--- src/rtl/cdq_pkg.sv ---
// Shared types, constants and pointer helpers for the circular deque.
`timescale 1ns / 1ps
package cdq_pkg;

    localparam int DEPTH  = 16;
    localparam int PTR_W  = (DEPTH > 1) ? $clog2(DEPTH) : 1;
    localparam int WORD_W = 32;

    localparam logic [PTR_W-1:0] PTR_ZERO = '0;
    localparam logic [PTR_W-1:0] PTR_LAST = PTR_W'(DEPTH - 1);

    typedef enum logic [1:0] {
        OP_PUSH_REAR  = 2'd0,
        OP_PUSH_FRONT = 2'd1,
        OP_POP_FRONT  = 2'd2,
        OP_POP_REAR   = 2'd3
    } opcode_t;

    typedef enum logic [1:0] {
        ST_OK        = 2'd0,
        ST_OVERFLOW  = 2'd1,
        ST_UNDERFLOW = 2'd2
    } status_t;

    typedef struct packed {
        opcode_t                   opcode;
        logic signed [WORD_W-1:0]  data_in;
    } in_beat_t;

    typedef struct packed {
        logic [1:0]                status;
        logic signed [WORD_W-1:0]  removed_value;
        logic                      now_empty;
        logic                      now_full;
    } out_beat_t;

    typedef enum logic [1:0] {
        CS_IDLE = 2'd0,
        CS_EXEC = 2'd1,
        CS_OUT  = 2'd2
    } ctl_state_t;

    typedef struct packed {
        logic capture;   // latch input beat, start element read
        logic execute;   // update pointers/store, load result register
    } ctl_cmd_t;

    function automatic logic [PTR_W-1:0] wrap_next(input logic [PTR_W-1:0] p);
        return (p == PTR_LAST) ? PTR_ZERO : p + PTR_W'(1);
    endfunction

    function automatic logic [PTR_W-1:0] wrap_prev(input logic [PTR_W-1:0] p);
        return (p == PTR_ZERO) ? PTR_LAST : p - PTR_W'(1);
    endfunction

endpackage

--- src/rtl/cdq_ctrl.sv ---
// Controller state machine: sequences capture, execute and result hand-off.
`timescale 1ns / 1ps
module cdq_ctrl
    import cdq_pkg::*;
(
    input  logic     aclk,
    input  logic     aresetn,
    input  logic     s_valid,
    output logic     s_ready,
    output logic     m_valid,
    input  logic     m_ready,
    output ctl_cmd_t cmd
);

    ctl_state_t state_reg, state_next;

    always_ff @(posedge aclk) begin
        if (!aresetn) begin
            state_reg <= CS_IDLE;
        end else begin
            state_reg <= state_next;
        end
    end

    always_comb begin
        state_next = state_reg;
        case (state_reg)
            CS_IDLE: begin
                if (s_valid) begin
                    state_next = CS_EXEC;
                end
            end
            CS_EXEC: begin
                state_next = CS_OUT;
            end
            CS_OUT: begin
                if (m_ready) begin
                    state_next = CS_IDLE;
                end
            end
            default: begin
                state_next = CS_IDLE;
            end
        endcase
    end

    always_comb begin
        s_ready     = 1'b0;
        m_valid     = 1'b0;
        cmd.capture = 1'b0;
        cmd.execute = 1'b0;
        case (state_reg)
            CS_IDLE: begin
                s_ready     = 1'b1;
                cmd.capture = s_valid;
            end
            CS_EXEC: begin
                cmd.execute = 1'b1;
            end
            CS_OUT: begin
                m_valid = 1'b1;
            end
            default: begin
                s_ready = 1'b0;
            end
        endcase
    end

endmodule

--- src/rtl/cdq_datapath.sv ---
// Datapath: element store, head/tail pointers, empty flag and result register.
`timescale 1ns / 1ps
module cdq_datapath
    import cdq_pkg::*;
(
    input  logic      aclk,
    input  logic      aresetn,
    input  ctl_cmd_t  cmd,
    input  in_beat_t  s_data,
    output out_beat_t m_data
);

    logic [WORD_W-1:0] mem [DEPTH];

    logic [PTR_W-1:0]  head_reg, head_next;
    logic [PTR_W-1:0]  tail_reg, tail_next;
    logic              empty_reg, empty_next;

    opcode_t           op_reg;
    logic [WORD_W-1:0] data_reg;
    logic [WORD_W-1:0] rd_data_reg;
    logic [PTR_W-1:0]  rd_addr;

    out_beat_t         out_reg, out_next;

    logic              we;
    logic [PTR_W-1:0]  waddr;
    logic              is_push;
    logic              full_cur;

    // Pop front reads at head, everything else at tail (pushes ignore it).
    assign rd_addr = (s_data.opcode == OP_POP_FRONT) ? head_reg : tail_reg;

    always_ff @(posedge aclk) begin
        if (cmd.capture) begin
            op_reg      <= s_data.opcode;
            data_reg    <= s_data.data_in;
            rd_data_reg <= mem[rd_addr];
        end
        if (we) begin
            mem[waddr] <= data_reg;
        end
        if (cmd.execute) begin
            out_reg <= out_next;
        end
    end

    always_ff @(posedge aclk) begin
        if (!aresetn) begin
            head_reg  <= PTR_ZERO;
            tail_reg  <= PTR_ZERO;
            empty_reg <= 1'b1;
        end else if (cmd.execute) begin
            head_reg  <= head_next;
            tail_reg  <= tail_next;
            empty_reg <= empty_next;
        end
    end

    assign is_push  = (op_reg == OP_PUSH_REAR) || (op_reg == OP_PUSH_FRONT);
    assign full_cur = !empty_reg && (wrap_next(tail_reg) == head_reg);

    always_comb begin
        head_next              = head_reg;
        tail_next              = tail_reg;
        empty_next             = empty_reg;
        we                     = 1'b0;
        waddr                  = PTR_ZERO;
        out_next.status        = ST_OK;
        out_next.removed_value = '0;
        if (is_push) begin
            if (full_cur) begin
                out_next.status = ST_OVERFLOW;
            end else if (empty_reg) begin
                head_next  = PTR_ZERO;
                tail_next  = PTR_ZERO;
                empty_next = 1'b0;
                we         = cmd.execute;
                waddr      = PTR_ZERO;
            end else if (op_reg == OP_PUSH_REAR) begin
                tail_next = wrap_next(tail_reg);
                we        = cmd.execute;
                waddr     = tail_next;
            end else begin
                head_next = wrap_prev(head_reg);
                we        = cmd.execute;
                waddr     = head_next;
            end
        end else begin
            if (empty_reg) begin
                out_next.status = ST_UNDERFLOW;
            end else begin
                out_next.removed_value = rd_data_reg;
                if (head_reg == tail_reg) begin
                    head_next  = PTR_ZERO;
                    tail_next  = PTR_ZERO;
                    empty_next = 1'b1;
                end else if (op_reg == OP_POP_FRONT) begin
                    head_next = wrap_next(head_reg);
                end else begin
                    tail_next = wrap_prev(tail_reg);
                end
            end
        end
        out_next.now_empty = empty_next;
        out_next.now_full  = !empty_next && (wrap_next(tail_next) == head_next);
    end

    assign m_data = out_reg;

endmodule

--- src/rtl/circular_deque.sv ---
// Top level of the circular deque: controller plus datapath.
// Sequence: an accepted s_ beat is captured together with the element-store
//   read, then executed, then offered as a result beat with m_valid; the store
//   read is registered ahead of the execute step, and a new s_ beat is taken
//   only after m_ready has taken the result beat.
// Reset: aresetn is synchronous, active low; it empties the deque (head and
//   tail to zero) and drops m_valid. Store contents are not cleared.
`timescale 1ns / 1ps
module circular_deque
    import cdq_pkg::*;
(
    input  logic      aclk,
    input  logic      aresetn,
    // input beats: opcode and data word
    input  logic      s_valid,
    output logic      s_ready,
    input  in_beat_t  s_data,
    // result beats: status, popped word, empty/full after the operation
    output logic      m_valid,
    input  logic      m_ready,
    output out_beat_t m_data
);

    // Command bundle from controller to datapath.
    ctl_cmd_t cmd;

    // Controller owns both handshakes; one operation is in flight at a time,
    // so the datapath never sees a new beat while a result is pending.
    cdq_ctrl u_ctrl (
        .aclk    (aclk),
        .aresetn (aresetn),
        .s_valid (s_valid),
        .s_ready (s_ready),
        .m_valid (m_valid),
        .m_ready (m_ready),
        .cmd     (cmd)
    );

    // Datapath holds the store, the pointers and the result register,
    // which stays stable while m_valid waits for m_ready.
    cdq_datapath u_dp (
        .aclk    (aclk),
        .aresetn (aresetn),
        .cmd     (cmd),
        .s_data  (s_data),
        .m_data  (m_data)
    );

endmodule

--- config.mk ---
export PLATFORM = sky130hd
export DESIGN_NAME = circular_deque
export DESIGN_NICKNAME = d
export VERILOG_FILES = /design/src/rtl/cdq_pkg.sv /design/src/rtl/cdq_ctrl.sv /design/src/rtl/cdq_datapath.sv /design/src/rtl/circular_deque.sv
export SDC_FILE = /design/constraint.sdc
export NUM_CORES = 1
export LEC_CHECK = 0
export BUFFER_PORTS_ARGS = -buffer_cell sky130_fd_sc_hd__buf_2
export CORE_MARGIN = 2
export CORE_UTILIZATION = 38
export CTS_BUF_LIST = sky130_fd_sc_hd__clkbuf_8
export CTS_CLUSTER_DIAMETER = 200
export DETAILED_ROUTE_END_ITERATION = 8
export PLACE_DENSITY = 0.56
export SLEW_MARGIN = 20
export SYNTH_ARGS = -nofsm -noshare
export SYNTH_HDL_FRONTEND = slang
export SYNTH_SLANG_ARGS = --single-unit
--- constraint.sdc ---
create_clock -name aclk -period 4.3 [get_ports aclk]
set_input_delay 0.215 -clock aclk [delete_from_list [all_inputs] [get_ports aclk]]
set_output_delay 0.215 -clock aclk [all_outputs]
set_load 0.03 [all_outputs]
==> results by group, run 1 <==
Yosys
  • Synth Area in Adders: 0.257%
  • Post-synth EDFFs: 614
  • Area share of the largest cell type after synthesis: 75.7%
  • Syn Nets: 1291
  • Synth area leaders: edfxtp_1 (76%), mux4_2 (12%), nand2_1 (1.5%), a211oi_1 (1.0%), a31oi_1 (0.95%)
  • Mapped Cells: 1248
  • Syn_area_per_cell: 19.5 um2
  • Compound-Gate Fraction of Synth Area: 4.16%
  • Register bit count reported by yosys: 625
  • Yosys warns: 0
  • Synth Area in Simple Gates: 5.21%
  • Post-Syn Area: 0.0243 mm2
  • Distinct cells, synth: 66
  • Top_reg_cell synth: edfxtp_1
  • Post-synthesis xor/xnor area fraction: 0.396%
  • Yosys top cell by area: edfxtp_1
  • Async SR Flop Fraction: 0%
  • Mux contribution to synthesized area: 11.9%
  • Largest family of logic cells by synthesized area: multiplexers
  • Register area share after synthesis: 76.6%

Worst setup path
  • Data arrival, critical path: 4.35 ns
  • Critical path's largest stage delay: 0.56 ns
  • Worst path top cell family by delay: simple AND/OR/NAND/NOR gates
  • Top cell by count, worst path: ha_1
  • Cells along the critical path: inv_1 > ha_1 > xnor2_1 > o311ai_2 > or4b_4 > nor2_2 > o221ai_1 > ha_1 > o41ai_1 > o21ai_0 > and4_1
  • CP max stage cell: dfxtp_1
  • FF-to-FF End: u_dp.m_data[0]
  • Worst R2R Path Depth: 11
  • CP startpoint kind: flip-flop
  • CP max FO: 9
  • Critical Path Stages: 11
  • CP Class: reg -> reg
  • R2R Path Start: u_dp.tail_reg[1]
  • R2r setup slk: 0.39 ns
  • CP Data Required Time: 4.73 ns
  • CP Buf/Inv Count: 1
  • Crit. End Element: flip-flop

Floorplan
  • Num ports: 76
  • DIE AREA: 0.0661 mm2
  • Die width: 257 um
  • Initial Util: 38.5%
  • Row count: 92
  • Core ar.: 0.0632 mm2
  • Die Height: 257 um

Final layout
  • Most common cell after layout, fill and taps aside: edfxtp_1
  • Share of layout cells above drive strength 1: 28.7%
  • Max FFs per register: 512
  • Synth-to-layout area growth: 17.7%
  • Utilization after layout: 45.3%
  • Non-filler instance count after layout: 2393
  • Highest-count cells in the layout ignoring fill and taps: edfxtp_1 (614), mux4_2 (128), clkbuf_8 (108)
  • Nets: 1509
  • Design area: 0.0286 mm2
  • Largest Register: u_dp.mem

CTS
  • CTS tree: done
  • CTS Root Cell: clkbuf_8
  • Post_cts resized: 0
  • Worst-skew pair later-pin latency: 0.72 ns
  • Cts bufs inserted: 103
  • Max Root-Sink Buffers: 3
  • Setup bufs post-CTS: 0
  • Clock sinks: 625
  • H-tree depth: 3
  • Clock transition time at the flip-flop clock pins of the worst setup and hold paths: 0.06 ns

Route
  • Final WL: 55700 um
  • Antenna Nets Post-Route: 0
  • WL per Instance: 23.3 um
  • Avg Vias per Cell: 5.27
  • Vias: 12600
  • Initial DRT Pass Iterations: 5
  • DRC viols: 0
  • Initial drt markers: 1054

Run
  • Max cap viols: 0

Timing
  • Rel. slew slack: 32.8%
  • Max Freq: 256 MHz
  • Worst slew pin tran: 1.01 ns
  • Setup TNS: 0 ns
  • RSZ-0062 raised after global routing: false
  • Hold Slack: 0.197 ns
  • Final setup fails: 0
  • Slew Limit Fails: 0
  • Worst Skew: 0.0509 ns
  • Clock period minus worst slack: 3.91 ns
  • Final hold viol count: 0
  • Final Cycle Share: 91.0%

Status
  • Status: complete, no violations

Power and ir drop
  • Worst VDD drop: 0.000233 V
  • LEAKAGE: 9.76 nW
  • PD cells: 439 mW/mm2

Global route
  • Grt ovf: 0
  • Largest net degree at the start of global routing: 65
  • Vias in the first global route: 13300
  • Initial antenna violation count: 0
  • First-pass GRT wire length: 84300 um
  • Gr usage total: 17.1%

Placement
  • Placed Area: 0.0264 mm2
  • Placer congestion estimate: 0.872
  • Placed cell count: 2169
  • I/O Buffers: 75
  • Hpwl dp: 32800 um

Min path
  • Min-delay worst type: in -> reg
  • Worst Hold Depth: 2
  • Hold wc startpoint: s_data[24]
  • Hold endpoint: u_dp.data_reg[24]
timing repair:
action,in CTS,in global routing
hold buffers,38,0
endpoints found under the hold margin,45,0
setup endpoints to repair,0,0
worst register-to-register path, stage by stage (launching register included):
cell	delay [ns]
dfxtp_1	0.56
inv_1	0.14
ha_1	0.38
xnor2_1	0.21
o311ai_2	0.16
or4b_4	0.56
nor2_2	0.30
o221ai_1	0.29
ha_1	0.35
o41ai_1	0.42
o21ai_0	0.13
and4_1	0.16
kinds of logic after synthesis:
group,after synthesis
AOI/OAI and AO/OA,141
xor gates and xnor gates,11
adders and majority gates,5
buffers and inverters,84
DFF,625
muxes,129
and+or+nand+nor,253
routing by layer:
metal  share of wire (%)  vias to the layer above  track usage [%]
met5                   0                        -                0
met4                 2.1                        0             5.07
met3                 5.6                      102             3.75
met2                  48                      351             27.4
met1                  44                     6625             23.4
li1                    -                     5543                -
power breakdown:
group / internal [mW] / leakage (nW) / total [mW] / switching (mW)
Clock: 2.42 / 1.09 / 4.80 / 2.39
Combinational: 0.349 / 2.99 / 0.823 / 0.474
Sequential: 6.83 / 5.69 / 6.94 / 0.117
Total: 9.59 / 9.76 / 12.6 / 2.98
synth_stat cells, drive strengths merged, types with 3 or more instances:
| library cell | count |
|---|---|
| nand2b | 8 |
| xor2 | 6 |
| nand2 | 95 |
| xnor2 | 5 |
| nor3 | 6 |
| edfxtp | 614 |
| inv | 9 |
| and2 | 34 |
| a311oi | 3 |
| o211a | 6 |
| o21a | 4 |
| a21oi | 13 |
| nand3 | 4 |
| dfxtp | 11 |
| nor2b | 7 |
| a31oi | 38 |
| buf | 27 |
| o21ai | 19 |
| nor4 | 5 |
| mux4 | 128 |
| and4 | 3 |
| ha | 5 |
| a211oi | 34 |
| and3 | 37 |
| nor2 | 40 |
| or2 | 3 |
| clkbuf | 46 |
stage by stage:
stage	total power, mW	worst slack [ns]
after floorplan	7.54	0.0844
after global placement	7.87	0.481
after detailed placement	7.88	0.472
after CTS	12.7	0.439
after global routing	13.1	0.173
final	12.6	0.387
worst max path at each step:
stage | slack (ns) | end | from
2_1_floorplan | 0.08 | u_dp.mem[0][0] | u_dp.tail_reg[0]
3_3_place_gp | 0.48 | u_dp.m_data[0] | u_dp.tail_reg[1]
3_5_place_dp | 0.47 | u_dp.m_data[0] | u_dp.tail_reg[1]
4_1_cts | 0.44 | u_dp.m_data[0] | u_dp.tail_reg[1]
5_1_grt | 0.17 | u_dp.m_data[0] | u_dp.tail_reg[1]
6_report | 0.39 | u_dp.m_data[0] | u_dp.tail_reg[1]
area by class of cell:
| cell class | count | area (um2) |
|---|---|---|
| Fill cell | 5417 | 34600 |
| Clock inverter | 77 | 415 |
| Tap cell | 846 | 1060 |
| Multi-Input combinational cell | 539 | 5500 |
| Timing Repair Buffer | 186 | 1480 |
| Inverter | 11 | 41.3 |
| Sequential cell | 625 | 18700 |
| Clock buffer | 108 | 1490 |
| Antenna cell | 1 | 2.50 |
Note: power is estimated with default switching activity, not from simulation.
==> run 2: changes to the inputs <==
CELL_PAD_IN_SITES_DETAIL_PLACEMENT = 1   (was not set)
CELL_PAD_IN_SITES_GLOBAL_PLACEMENT = 1   (was not set)
PLACE_DENSITY = 0.62   (was 0.56)
==> run 2 against run 1 <==
Non-clock buffer count decreased by 3. Via count shrank 0.15%. Wire length increased by 3.1%. Core utilization down 0.14 points. Critical path depth is the same. First-iteration DRC count shrank 14%. Sequential power about the same. Register-to-register slack improved by 0.02 ns. Final cell count fell by 0.33%. Worst setup slack better by 0.017 ns. Sequential share of layout area up 0.20 points. Critical path type unchanged.
==> results by group, run 2 (same netlist as run 1, synthesis figures left out) <==
CTS
  • Worst-skew pair later-pin latency: 0.70 ns (-0.02 ns)
  • CTS tree: done
  • CTS Root Cell: clkbuf_8
  • H-tree depth: 3 (unchanged)
  • Max Root-Sink Buffers: 3 (unchanged)
  • Clock sinks: 625 (unchanged)
  • Cts bufs inserted: 101 (-1.9%)
  • Clock transition time at the flip-flop clock pins of the worst setup and hold paths: 0.07 ns (about the same)

Power and ir drop
  • Cell internal pwr: 9.60 mW (+0.10%)
  • LEAKAGE: 9.73 nW (-0.32%)
  • Worst VDD drop: 0.000220 V (-5.2%)
  • Clock network power share: 37.8% (-0.4 points)
  • Net switching power: 2.89 mW (-3.0%)
  • PD cells: 437 mW/mm2 (-0.32%)
  • Comb pwr share: 6.6% (about the same)
  • Flop pwr share: 55.6% (+0.4 points)
  • Sw frac: 23.1% (-0.56 points)

Worst setup path
  • Crit. End Element: flip-flop
  • CP startpoint kind: flip-flop
  • CP Data Required Time: 4.74 ns (about the same)
  • Top cell by count, worst path: ha_1
  • Cells along the critical path: inv_1 > ha_1 > xnor2_1 > o311ai_2 > or4b_4 > nor2_2 > o221ai_1 > ha_1 > o41ai_1 > o21ai_0 > and4_1
  • CP max stage cell: or4b_4
  • Data arrival, critical path: 4.33 ns (-0.02 ns)
  • Worst path top cell family by delay: simple AND/OR/NAND/NOR gates
  • CP max FO: 12 (+3)
  • Critical path's largest stage delay: 0.56 ns (about the same)
  • CP Buf/Inv Count: 1 (unchanged)
  • CP Class: reg -> reg

Global route
  • Initial antenna violation count: 1 (+1)
  • Grt met3 use: 3.02% (-0.73 points)
  • Gr busiest metal: met2
  • First-pass GRT wire length: 87700 um (+4.0%)
  • Grt ovf: 0 (unchanged)
  • Largest net degree at the start of global routing: 73 (+12%)
  • Vias in the first global route: 13700 (+3.3%)
  • Met1 global-route usage: 24.3% (+0.85 points)
  • Met2 usage: 29.1% (+1.7 points)
  • Gr usage total: 17.7% (+0.65 points)

Route
  • Initial DRT Pass Iterations: 5 (unchanged)
  • DRC viols: 0 (unchanged)
  • Final WL: 57400 um (+3.1%)
  • Antenna Nets Post-Route: 0 (unchanged)
  • Initial drt markers: 911 (-14%)
  • WL per Instance: 24.1 um (+3.4%)
  • Avg Vias per Cell: 5.28 (+0.18%)
  • Vias: 12600 (-0.15%)

Final layout
  • Fillers: 5985 (+10%)
  • Nets: 1504 (-0.33%)
  • Utilization after layout: 45.2% (-0.14 points)
  • Highest-count cells in the layout ignoring fill and taps: edfxtp_1 (614), mux4_2 (128), clkbuf_8 (105)
  • Max FFs per register: 512 (unchanged)
  • Share of layout cells above drive strength 1: 27.6% (-1.0 points)
  • Largest Register: u_dp.mem
  • Non-filler instance count after layout: 2385 (-0.33%)
  • Most common cell after layout, fill and taps aside: edfxtp_1
  • Synth-to-layout area growth: 17.3%

Timing
  • Worst Skew: 0.0553 ns (+0.00438 ns)
  • Final hold viol count: 0 (unchanged)
  • Clock period minus worst slack: 3.90 ns (-0.0173 ns)
  • Final setup fails: 0 (unchanged)
  • Max Freq: 257 MHz (+0.44%)
  • RSZ-0062 raised after global routing: false
  • Worst slew pin tran: 0.872 ns (-0.133 ns)
  • Hold Slack: 0.246 ns (+0.0491 ns)
  • Final Cycle Share: 90.6% (-0.40 points)
  • Setup TNS: 0 ns (unchanged)
  • Rel. slew slack: 41.5% (+8.7 points)
  • Slew Limit Fails: 0 (unchanged)

Floorplan
  • Core ar.: 0.0632 mm2 (unchanged)
  • Die Height: 257 um (unchanged)
  • DIE AREA: 0.0661 mm2 (unchanged)
  • Initial Util: 38.5% (unchanged)
  • Die width: 257 um (unchanged)
  • Row count: 92 (unchanged)
  • Num ports: 76 (unchanged)

Run
  • Max cap viols: 0 (unchanged)

Placement
  • Hpwl dp: 34100 um (+4.0%)
  • Placer congestion estimate: 0.805 (-7.7%)
  • I/O Buffers: 75 (unchanged)
  • Placed cell count: 2158 (-0.51%)

Status
  • Status: complete, no violations

Min path
  • Min-delay worst type: in -> reg
## run 2: cell types whose count changed in the layout (fill, tap and decap cells not counted), moves of 2 or more
cell,previous run,this run
clkinv_2,17,8
clkinv_1,22,24
buf_4,59,55
inv_1,38,46
bufinv_16,1,3
inv_12,2,0
clkbuf_8,108,105
## run 2: per-stage QoR
step	instance area [um2]	total power [mW]	worst slack, ns
after floorplan	24300	7.54	0.0844
after global placement	26300	7.87	0.372
after detailed placement	26300	7.88	0.0927
after CTS	28500	12.7	0.0494
after global routing	28600	13.0	0.0946
final	28600	12.5	0.404
## run 2: power by group through the flow
stage	registers, mW	clock network (mW)	logic (mW)
after global routing	6.96	5.10	0.893
after CTS	6.95	4.87	0.837
after floorplan	7.04	0	0.504
after global placement	7.07	0	0.802
final	6.95	4.72	0.822
after detailed placement	7.08	0	0.806
## run 2: path summary, 6_finish.rpt
path | slack [ns] | depth (start not counted) | startpoint | end
hold reg to reg | 0.55 | 1 | u_dp.rd_data_reg[25] | u_dp.m_data[27]
setup reg to reg | 0.40 | 11 | u_dp.tail_reg[0] | u_dp.m_data[0]
hold / removal | 0.25 | 2 | s_data[1] | u_dp.data_reg[1]
setup / recovery | 0.40 | 11 | u_dp.tail_reg[0] | u_dp.m_data[0]
## run 2: area by class of cell
class / instances / area (um2) / share of cell area (%)
Clock inverter: 75 / 389 / 1.36
Tap cell: 846 / 1060 / 3.71
Clock buffer: 105 / 1450 / 5.06
Sequential cell: 625 / 18700 / 65.3
Inverter: 11 / 41.3 / 0.145
Antenna cell: 1 / 2.50 / 0.00876
Timing Repair Buffer: 183 / 1460 / 5.11
Multi-Input combinational cell: 539 / 5500 / 19.3
## run 2: what timing repair did
item	4_1_cts	5_1_grt
endpoints found under the hold margin	45	0
endpoints found under the setup margin	0	35
resized for setup	0	1
hold buffers	39	0
setup buffers	0	6
## run 2: routing by layer
layer  up-vias  part of all wire [%]
li1       5531                     -
met1      6732                    45
met2       264                    49
met3        75                   4.2
met4         0                   1.7
met5         -                     0
